## src/hw/rtl/bldc6_pkg.sv

```systemverilog
// Shared types, codes and six-step tables for the BLDC six-step commutator.
package bldc6_pkg;

    // Event kinds
    localparam logic [2:0] KIND_ZC    = 3'd0;
    localparam logic [2:0] KIND_MISS  = 3'd1;
    localparam logic [2:0] KIND_FORCE = 3'd2;
    localparam logic [2:0] KIND_DUTY  = 3'd3;
    localparam logic [2:0] KIND_BRAKE = 3'd4;

    // Motor modes
    localparam logic [2:0] MODE_DISARMED = 3'd0;
    localparam logic [2:0] MODE_NO_COMM  = 3'd1;
    localparam logic [2:0] MODE_STARTING = 3'd2;
    localparam logic [2:0] MODE_RUNNING  = 3'd3;

    // Alarm commands
    localparam logic [1:0] ALARM_NONE       = 2'd0;
    localparam logic [1:0] ALARM_CANCEL     = 2'd1;
    localparam logic [1:0] ALARM_SET        = 2'd2;
    localparam logic [1:0] ALARM_CANCEL_SET = 2'd3;

    // Configuration register indexes
    localparam logic [1:0] REG_REVERSE   = 2'd0;
    localparam logic [1:0] REG_BRAKE_EN  = 2'd1;
    localparam logic [1:0] REG_PERIOD    = 2'd2;
    localparam logic [1:0] REG_MAX_DELAY = 2'd3;

    localparam logic [2:0]  STEP_OFF  = 3'd0;
    localparam logic [2:0]  STEP_LAST = 3'd6;
    localparam logic [2:0]  STEP_FIRST = 3'd1;
    localparam logic [15:0] DELAY_MAX = 16'hffff;

    // Decoded view of one step
    typedef struct packed {
        logic [2:0] applied;   // step 0..6
        logic [2:0] following; // next expected step
        logic [2:0] high_en;   // high side PWM enables, bit0 A
        logic [2:0] low_on;    // low side gates, bit0 A
    } t_step_info;

    // High side enables per step
    function automatic logic [2:0] high_pattern(input logic [2:0] s);
        logic [2:0] p;
        case (s)
            3'd1:    p = 3'b001;
            3'd2:    p = 3'b100;
            3'd3:    p = 3'b100;
            3'd4:    p = 3'b010;
            3'd5:    p = 3'b010;
            3'd6:    p = 3'b001;
            default: p = 3'b000;
        endcase
        return p;
    endfunction

    // Low side gates per step; off state keeps phase B low
    function automatic logic [2:0] low_pattern(input logic [2:0] s);
        logic [2:0] p;
        case (s)
            3'd3:    p = 3'b001;
            3'd4:    p = 3'b001;
            3'd5:    p = 3'b100;
            3'd6:    p = 3'b100;
            default: p = 3'b010;
        endcase
        return p;
    endfunction

endpackage

```

## src/hw/rtl/bldc6_step_unit.sv

```systemverilog
// Step decode: clamps the requested step, looks up gate patterns, finds the next step.
module bldc6_step_unit (
    input  logic [2:0]            i_step,
    input  logic                  i_reverse,
    output bldc6_pkg::t_step_info o_info
);
    import bldc6_pkg::*;

    logic [2:0] w_step;
    logic [2:0] w_next;

    // Step seven maps to off
    assign w_step = (i_step > STEP_LAST) ? STEP_OFF : i_step;

    // Wrap in the selected direction; off always leads to step 1
    always_comb begin
        if (i_reverse) begin
            if (w_step == STEP_OFF) begin
                w_next = STEP_FIRST;
            end else if (w_step == STEP_FIRST) begin
                w_next = STEP_LAST;
            end else begin
                w_next = w_step - 3'd1;
            end
        end else begin
            w_next = (w_step >= STEP_LAST) ? STEP_FIRST : w_step + 3'd1;
        end
    end

    assign o_info.applied   = w_step;
    assign o_info.following = w_next;
    assign o_info.high_en   = high_pattern(w_step);
    assign o_info.low_on    = low_pattern(w_step);

endmodule

```

## src/hw/rtl/bldc_six_step_commutator.sv

```systemverilog
// Top level of the sensorless BLDC six-step commutator.
//
//  Channel   Direction  Handshake                     Payload
//  s_axis    in         s_axis_tvalid/s_axis_tready   tuser kind, tdata event fields
//  m_axis    out        m_axis_tvalid/m_axis_tready   tdata gate pattern, steps, alarm, counts
//  cfg       in         i_cfg_we                      i_cfg_idx, i_cfg_data
//
// One event gives one result. An event is held in the input register,
// is evaluated against the state and lands in the result register; one event
// per cycle is sustained while m_axis_tready is high.
// The result register stalls under backpressure and the input register fills
// behind it. Reset (synchronous, active low) loads the register defaults and
// the state values; no clearing pass is needed.
module bldc_six_step_commutator #(
    parameter int COUNTER_WIDTH = 16
) (
    input  logic         i_clk,
    input  logic         i_rst_n,
    // Event input
    input  logic         s_axis_tvalid,
    output logic         s_axis_tready,
    // [2:0] step_value, [18:3] zc_period, [21:19] motor_mode,
    // [37:22] duty_request, [38] brake_request, [39] zero
    input  logic [39:0]  s_axis_tdata,
    // [2:0] kind
    input  logic [2:0]   s_axis_tuser,
    // Result output
    output logic         m_axis_tvalid,
    input  logic         m_axis_tready,
    // [2:0] high_pwm_enables, [5:3] low_gates_on, [6] low_pwm_mode,
    // [9:7] applied_step, [12:10] expected_step, [14:13] alarm_action,
    // [30:15] alarm_delay, [46:31] good_detects, [62:47] bad_detects,
    // [78:63] all_bad_detects, [94:79] high_compare, [110:95] low_compare,
    // [111] zero
    output logic [111:0] m_axis_tdata,
    // Configuration writes
    input  logic         i_cfg_we,
    input  logic [1:0]   i_cfg_idx,
    input  logic [15:0]  i_cfg_data
);
    import bldc6_pkg::*;

    localparam logic [COUNTER_WIDTH-1:0] CNT_MAX = '1;
    localparam logic [COUNTER_WIDTH-1:0] GOOD_CLEAR = COUNTER_WIDTH'(6);

    // Configuration registers
    logic        r_reverse;
    logic        r_brake_en;
    logic [15:0] r_period;
    logic [15:0] r_max_delay;

    // Input register
    logic        r_in_vld;
    logic [2:0]  r_in_kind;
    logic [2:0]  r_in_step;
    logic [15:0] r_in_zc;
    logic [2:0]  r_in_mode;
    logic [15:0] r_in_duty;
    logic        r_in_brake;

    // Commutation state
    logic [2:0]               r_cur_step,  n_cur_step;
    logic [2:0]               r_fol_step,  n_fol_step;
    logic [COUNTER_WIDTH-1:0] r_good,      n_good;
    logic [COUNTER_WIDTH-1:0] r_bad,       n_bad;
    logic [COUNTER_WIDTH-1:0] r_total_bad, n_total_bad;
    logic [15:0]              r_alarm_arg, n_alarm_arg;
    logic                     r_brake_st,  n_brake_st;
    logic                     r_low_mode,  n_low_mode;
    logic [15:0]              r_hi_cmp,    n_hi_cmp;
    logic [15:0]              r_lo_cmp,    n_lo_cmp;

    // Result register
    logic         r_out_vld;
    logic [111:0] r_out_data;

    logic       w_adv;
    logic       w_apply;
    logic [2:0] w_apply_step;
    t_step_info w_info;
    t_step_info w_show;

    logic [1:0]  w_action;
    logic [15:0] w_delay;
    logic [16:0] w_zc_delay;
    logic [16:0] w_miss_delay;
    logic [15:0] w_duty;
    logic [16:0] w_lo_sum;
    logic        w_match;

    logic [COUNTER_WIDTH+15:0] w_good_ext;
    logic [COUNTER_WIDTH+15:0] w_bad_ext;
    logic [COUNTER_WIDTH+15:0] w_tbad_ext;

    // Pipeline flow: move the held event into the result register when it is free
    assign w_adv         = r_in_vld && (!r_out_vld || m_axis_tready);
    assign s_axis_tready = !r_in_vld || w_adv;
    assign m_axis_tvalid = r_out_vld;
    assign m_axis_tdata  = r_out_data;

    // Configuration writes
    always_ff @(posedge i_clk) begin
        if (!i_rst_n) begin
            r_reverse   <= 1'b0;
            r_brake_en  <= 1'b0;
            r_period    <= 16'd1800;
            r_max_delay <= 16'hffff;
        end else if (i_cfg_we) begin
            case (i_cfg_idx)
                REG_REVERSE:   r_reverse   <= i_cfg_data[0];
                REG_BRAKE_EN:  r_brake_en  <= i_cfg_data[0];
                REG_PERIOD:    r_period    <= i_cfg_data;
                REG_MAX_DELAY: r_max_delay <= i_cfg_data;
                default:       r_reverse   <= r_reverse;
            endcase
        end
    end

    // Input register
    always_ff @(posedge i_clk) begin
        if (!i_rst_n) begin
            r_in_vld <= 1'b0;
        end else if (s_axis_tready) begin
            r_in_vld <= s_axis_tvalid;
        end
    end

    always_ff @(posedge i_clk) begin
        if (s_axis_tready && s_axis_tvalid) begin
            r_in_kind  <= s_axis_tuser;
            r_in_step  <= s_axis_tdata[2:0];
            r_in_zc    <= s_axis_tdata[18:3];
            r_in_mode  <= s_axis_tdata[21:19];
            r_in_duty  <= s_axis_tdata[37:22];
            r_in_brake <= s_axis_tdata[38];
        end
    end

    // Step being applied by this event
    bldc6_step_unit u_step (
        .i_step    (w_apply_step),
        .i_reverse (r_reverse),
        .o_info    (w_info)
    );

    assign w_match      = (r_in_step == r_fol_step);
    assign w_zc_delay   = {1'b0, r_in_zc} + {2'b00, r_in_zc[15:1]};
    assign w_miss_delay = {1'b0, r_alarm_arg} + {3'b000, r_alarm_arg[15:2]};
    assign w_duty       = (r_in_duty > r_period) ? r_period : r_in_duty;
    assign w_lo_sum     = {1'b0, w_duty} + {4'b0000, r_period[15:3]};

    // Event evaluation
    always_comb begin
        n_cur_step   = r_cur_step;
        n_fol_step   = r_fol_step;
        n_good       = r_good;
        n_bad        = r_bad;
        n_total_bad  = r_total_bad;
        n_alarm_arg  = r_alarm_arg;
        n_brake_st   = r_brake_st;
        n_low_mode   = r_low_mode;
        n_hi_cmp     = r_hi_cmp;
        n_lo_cmp     = r_lo_cmp;
        w_action     = ALARM_NONE;
        w_delay      = 16'd0;
        w_apply      = 1'b0;
        w_apply_step = r_in_step;

        case (r_in_kind)
            KIND_ZC: begin
                if (r_in_mode != MODE_NO_COMM) begin
                    if (w_match) begin
                        w_apply  = 1'b1;
                        w_action = ALARM_CANCEL;
                        n_good   = (r_good == CNT_MAX) ? r_good : r_good + 1'b1;
                        if (n_good >= GOOD_CLEAR) begin
                            n_bad = '0;
                        end
                        if (r_in_mode == MODE_STARTING || r_in_mode == MODE_RUNNING) begin
                            w_delay     = w_zc_delay[16] ? DELAY_MAX : w_zc_delay[15:0];
                            n_alarm_arg = r_in_zc;
                            w_action    = ALARM_CANCEL_SET;
                        end
                    end else begin
                        n_bad       = (r_bad == CNT_MAX) ? r_bad : r_bad + 1'b1;
                        n_total_bad = (r_total_bad == CNT_MAX) ? r_total_bad
                                                               : r_total_bad + 1'b1;
                        n_good      = '0;
                    end
                end
            end
            KIND_MISS: begin
                w_apply      = 1'b1;
                w_apply_step = r_fol_step;
                w_action     = ALARM_SET;
                w_delay      = (w_miss_delay > {1'b0, r_max_delay}) ? r_max_delay
                                                                    : w_miss_delay[15:0];
            end
            KIND_FORCE: begin
                w_apply = 1'b1;
            end
            KIND_DUTY: begin
                n_hi_cmp = (r_in_mode == MODE_DISARMED) ? 16'd0 : w_duty;
                if (r_brake_en) begin
                    n_lo_cmp = (w_lo_sum > {1'b0, r_period}) ? r_period : w_lo_sum[15:0];
                end
            end
            KIND_BRAKE: begin
                n_brake_st = r_in_brake;
                n_low_mode = r_in_brake;
            end
            default: begin
                w_apply = 1'b0;
            end
        endcase

        // Commit a step change
        if (w_apply) begin
            n_cur_step = w_info.applied;
            n_fol_step = w_info.following;
            if (r_brake_en) begin
                n_low_mode = r_brake_st;
            end
        end
    end

    // Pattern for the step shown in the result
    assign w_show.applied   = n_cur_step;
    assign w_show.following = n_fol_step;
    assign w_show.high_en   = high_pattern(n_cur_step);
    assign w_show.low_on    = low_pattern(n_cur_step);

    // Counters reported in 16 bits
    assign w_good_ext = {16'd0, n_good};
    assign w_bad_ext  = {16'd0, n_bad};
    assign w_tbad_ext = {16'd0, n_total_bad};

    // State update
    always_ff @(posedge i_clk) begin
        if (!i_rst_n) begin
            r_cur_step  <= STEP_OFF;
            r_fol_step  <= STEP_FIRST;
            r_good      <= '0;
            r_bad       <= '0;
            r_total_bad <= '0;
            r_alarm_arg <= 16'd0;
            r_brake_st  <= 1'b0;
            r_low_mode  <= 1'b0;
            r_hi_cmp    <= 16'd0;
            r_lo_cmp    <= 16'd0;
        end else if (w_adv) begin
            r_cur_step  <= n_cur_step;
            r_fol_step  <= n_fol_step;
            r_good      <= n_good;
            r_bad       <= n_bad;
            r_total_bad <= n_total_bad;
            r_alarm_arg <= n_alarm_arg;
            r_brake_st  <= n_brake_st;
            r_low_mode  <= n_low_mode;
            r_hi_cmp    <= n_hi_cmp;
            r_lo_cmp    <= n_lo_cmp;
        end
    end

    // Result register
    always_ff @(posedge i_clk) begin
        if (!i_rst_n) begin
            r_out_vld <= 1'b0;
        end else if (!r_out_vld || m_axis_tready) begin
            r_out_vld <= r_in_vld;
        end
    end

    always_ff @(posedge i_clk) begin
        if (w_adv) begin
            r_out_data <= {1'b0,
                           n_lo_cmp,
                           n_hi_cmp,
                           w_tbad_ext[15:0],
                           w_bad_ext[15:0],
                           w_good_ext[15:0],
                           w_delay,
                           w_action,
                           w_show.following,
                           w_show.applied,
                           n_low_mode,
                           w_show.low_on,
                           w_show.high_en};
        end
    end

endmodule
```

## config.mk

```make
export PLATFORM = sky130hd
export DESIGN_NAME = bldc_six_step_commutator
export DESIGN_NICKNAME = d
export VERILOG_FILES = /design/src/hw/rtl/bldc6_pkg.sv /design/src/hw/rtl/bldc6_step_unit.sv /design/src/hw/rtl/bldc_six_step_commutator.sv
export SDC_FILE = /design/constraint.sdc
export NUM_CORES = 1
export LEC_CHECK = 0
export BUFFER_PORTS_ARGS = -buffer_cell sky130_fd_sc_hd__buf_4
export CORE_UTILIZATION = 64
export DETAILED_ROUTE_END_ITERATION = 10
export GPL_TIMING_DRIVEN = 0
export PLACE_DENSITY = 0.86
export SLEW_MARGIN = 10
export SYNTH_ARGS = -nofsm -noshare
export SYNTH_HDL_FRONTEND = slang
export SYNTH_SLANG_ARGS = --single-unit
```

## constraint.sdc

```tcl
create_clock -name i_clk -period 11.9 [get_ports i_clk]
set_input_delay 3.57 -clock i_clk [delete_from_list [all_inputs] [get_ports i_clk]]
set_output_delay 3.57 -clock i_clk [all_outputs]
set_load 0.005 [all_outputs]
```

==> impl_metrics.yaml <==
grt:
  grt_pass1_wl_um: 68500
  grt_use_total: 0.333
  grt_max_degree: 42
  first_global_vias: 13569
  overflow: 0
  antenna_found_initial: 0
pwr:
  p_leak_nw: 7.72
  p_int_mw: 1.84
  p_sw_frac: 0.266
  power_switching_mw: 0.667
  ir_worst_vdd_mv: 0.157
  sequentialPowerShare: 0.451
  finalPower_mw: 2.51
  clkPwrFrac: 0.393
  power_frac_comb: 0.156
  power_density_nw_per_um2: 132
timing:
  slew_violations: 0
  period_needed_ns: 7.74
  relSlewSlack: 0.381
  final.setup_skew_ns: 0.0116
  timing.fmax_mhz: 129
  period_share: 0.650
  hold_viol: 0
  worst_pin_slew_ns: 0.926
  final-setup-viol-count: 0
  setup_tns_ns: 0
  rsz0062_at_grt: "false"
cells_and_area:
  nets: 2098
  syn_to_final_growth_pct: 17.7
  mostFrequentLayoutCells: "nand2_1, buf_4, edfxtp_1"
  diodes: 0
  final_common_cell: "nand2_1"
  fin_cells: 2279
  drive_above_1_share: 0.159
  final_util: 0.775
drt:
  drcViolationCount: 0
  wl_um: 43800
  drt_iter0_markers: 1423
  postRouteAntennaNets: 0
  vias: 14276
  wire_per_inst_um: 19.2
  via_per_inst: 6.26
  first_pass_iters: 6
worst_setup_path:
  cp_common_cell: "buf_4"
  slowest_stage: "nor2b_1"
  arrival_ns: 4.17
  endpoint_kind: "output port"
  path_cells: "buf_4 -> nor2b_1 -> nand2_1 -> buf_4"
  cp_max_fo: 4
  critical-path-max-stage-delay_ns: 0.23
  worst-path-buf-inv: 2
  cp-start-kind: "input port"
  crit_required_ns: 8.33
  crit_type: "in2out"
  cp_top_family: "simple AND/OR/NAND/NOR gates"
  cp_num_cells: 4
  r2r_cells: 26
floorplan:
  num_rows: 57
  core_area_um2: 24600
  die_x_um: 161
  pin_count: 180
  die_h_um: 161
  initial_core_util: 0.659
  dieArea_um2: 26000
yosys:
  synth.top_cell.area_share: 0.284
  synth_edf_count: 153
  synthTopCellsByArea: "edfxtp_1, dfxtp_1, ha_1"
  syn_avg_cell_area_um2: 9.43
  syn_area_um2: 16200
  synth-main-ff-cell: "edfxtp_1"
  yosys_warnings: 0
  ys_seq_area_frac: 0.456
  async_flop_share: 0
  syn_inst: 1718
  synthesis.nets: 1885
  yosysTopAreaCell: "edfxtp_1"
  synth.distinct_cells: 81
  synth-seq-cells: 293
min_path:
  hold_path_class: "reg2reg"
  worstHoldPathCells: 2
flow_run:
  drv_cap: 0
cts:
  clock-sinks: 293
  cts_root_buf: "clkbuf_16"
  clock_latency_ns: 0.57
  clk_path_buf_depth: 3
  cts_tree: "built"
  clkTransAtPathRegs_ns: 0.07
  postCtsSetupRepairBufs: 0
  ctsResizeCount: 0
  cts_buffers: 30
  htreeDepth: 1
  ctsHoldBuffers: 0
placement:
  gp_congestion: 0.962
  dpl.hpwl_um: 32200
  dp.cells: 2223
  portBuffers: 177
status:
  outcome: "completed"
flip-flops by register name (all words and copies together), names as in the netlist:
name,cells
r_period,16
r_in_vld,1
r_brake_st,1
r_in_step,3
r_good,16
r_in_kind,3
r_max_delay,16
r_brake_en,1
r_cur_step,3
r_in_zc,16
r_in_brake,1
r_fol_step,3
r_in_mode,3
r_low_mode,1
m_axis_tdata,111
r_lo_cmp,16
m_axis_tvalid,1
r_bad,16
r_reverse,1
r_total_bad,16
r_alarm_arg,16
r_in_duty,16
r_hi_cmp,16
metal layers:
layer	vias up	wire, µm	part of all wire	track usage
li1	6686	-	-	-
met2	737	20900	0.48	0.560
met3	156	3560	0.081	0.0439
met5	-	0	0	0
met1	6697	17300	0.39	0.423
met4	0	2040	0.047	0.162
final timing paths:
| check | startpoint | endpoint | slack [ns] |
|---|---|---|---|
| setup reg to reg | r_period[13]$_SDFFE_PN0P_ | m_axis_tdata[102]$_DFFE_PP_ | 4.41 |
| hold / removal | r_lo_cmp[1]$_SDFFE_PN0P_ | r_lo_cmp[1]$_SDFFE_PN0P_ | 0.48 |
| setup / recovery | m_axis_tready | s_axis_tready | 4.16 |
| hold reg to reg | r_lo_cmp[1]$_SDFFE_PN0P_ | r_lo_cmp[1]$_SDFFE_PN0P_ | 0.48 |
through the flow:
stage | worst slack (ns) | cell area [µm²] | hold WS (ns)
2_1_floorplan | 4.14 | 16200 | 0.437
3_3_place_gp | 2.28 | 17900 | 0.443
3_5_place_dp | 4.16 | 18000 | 0.461
4_1_cts | 4.15 | 19100 | 0.471
5_1_grt | 3.96 | 19100 | 0.492
6_report | 4.16 | 19100 | 0.476
worst min-delay path, cell delays in order (launching register included):
cell     delay, ns
dfxtp_1       0.31
nand2_1       0.05
o22ai_1       0.06
area by class of cell:
type	instances	area (µm²)
well taps	324	405
repair buffers	181	1420
clock buffers	36	805
inverters	72	270
fillers	1663	5520
clock inverters	20	239
flip-flops and latches	293	7400
plain buffers	92	428
multi-input cells	1261	8110
cell usage after synthesis (all sizes together), types with 8 or more instances:
library cell,n
nand2,215
edfxtp,153
dfxtp,140
a21oi,138
nor2,132
o21ai,125
ha,98
inv,71
nand3,64
nor3,56
clkbuf,53
xnor2,45
mux2i,44
buf,39
o211ai,34
a31oi,22
a21o,19
nand4,19
o21a,19
mux2,18
xor2,18
a211oi,17
a22o,15
and3,14
nand2b,12
nor4,11
and2,9
nor2b,8
or3,8
or4,8
kinds of logic after synthesis:
kind of cell / share of synthesized area
other: 0.000231
AO/OA/AOI/OAI: 0.177
multiplexers: 0.0397
flip-flops: 0.456
adder cells (fa/ha/maj): 0.0800
XOR/XNOR: 0.0340
buffers and inverters: 0.0430
AND/OR/NAND/NOR: 0.169
power groups by stage:
stage,Clock [mW],Combinational (mW),Sequential (mW)
after floorplan,0,0.248,1.15
after global placement,0,0.370,1.16
after detailed placement,0,0.384,1.15
after CTS,0.991,0.387,1.13
after global routing,1.03,0.425,1.14
final,0.987,0.393,1.13
(Power assumes the default switching activity.)
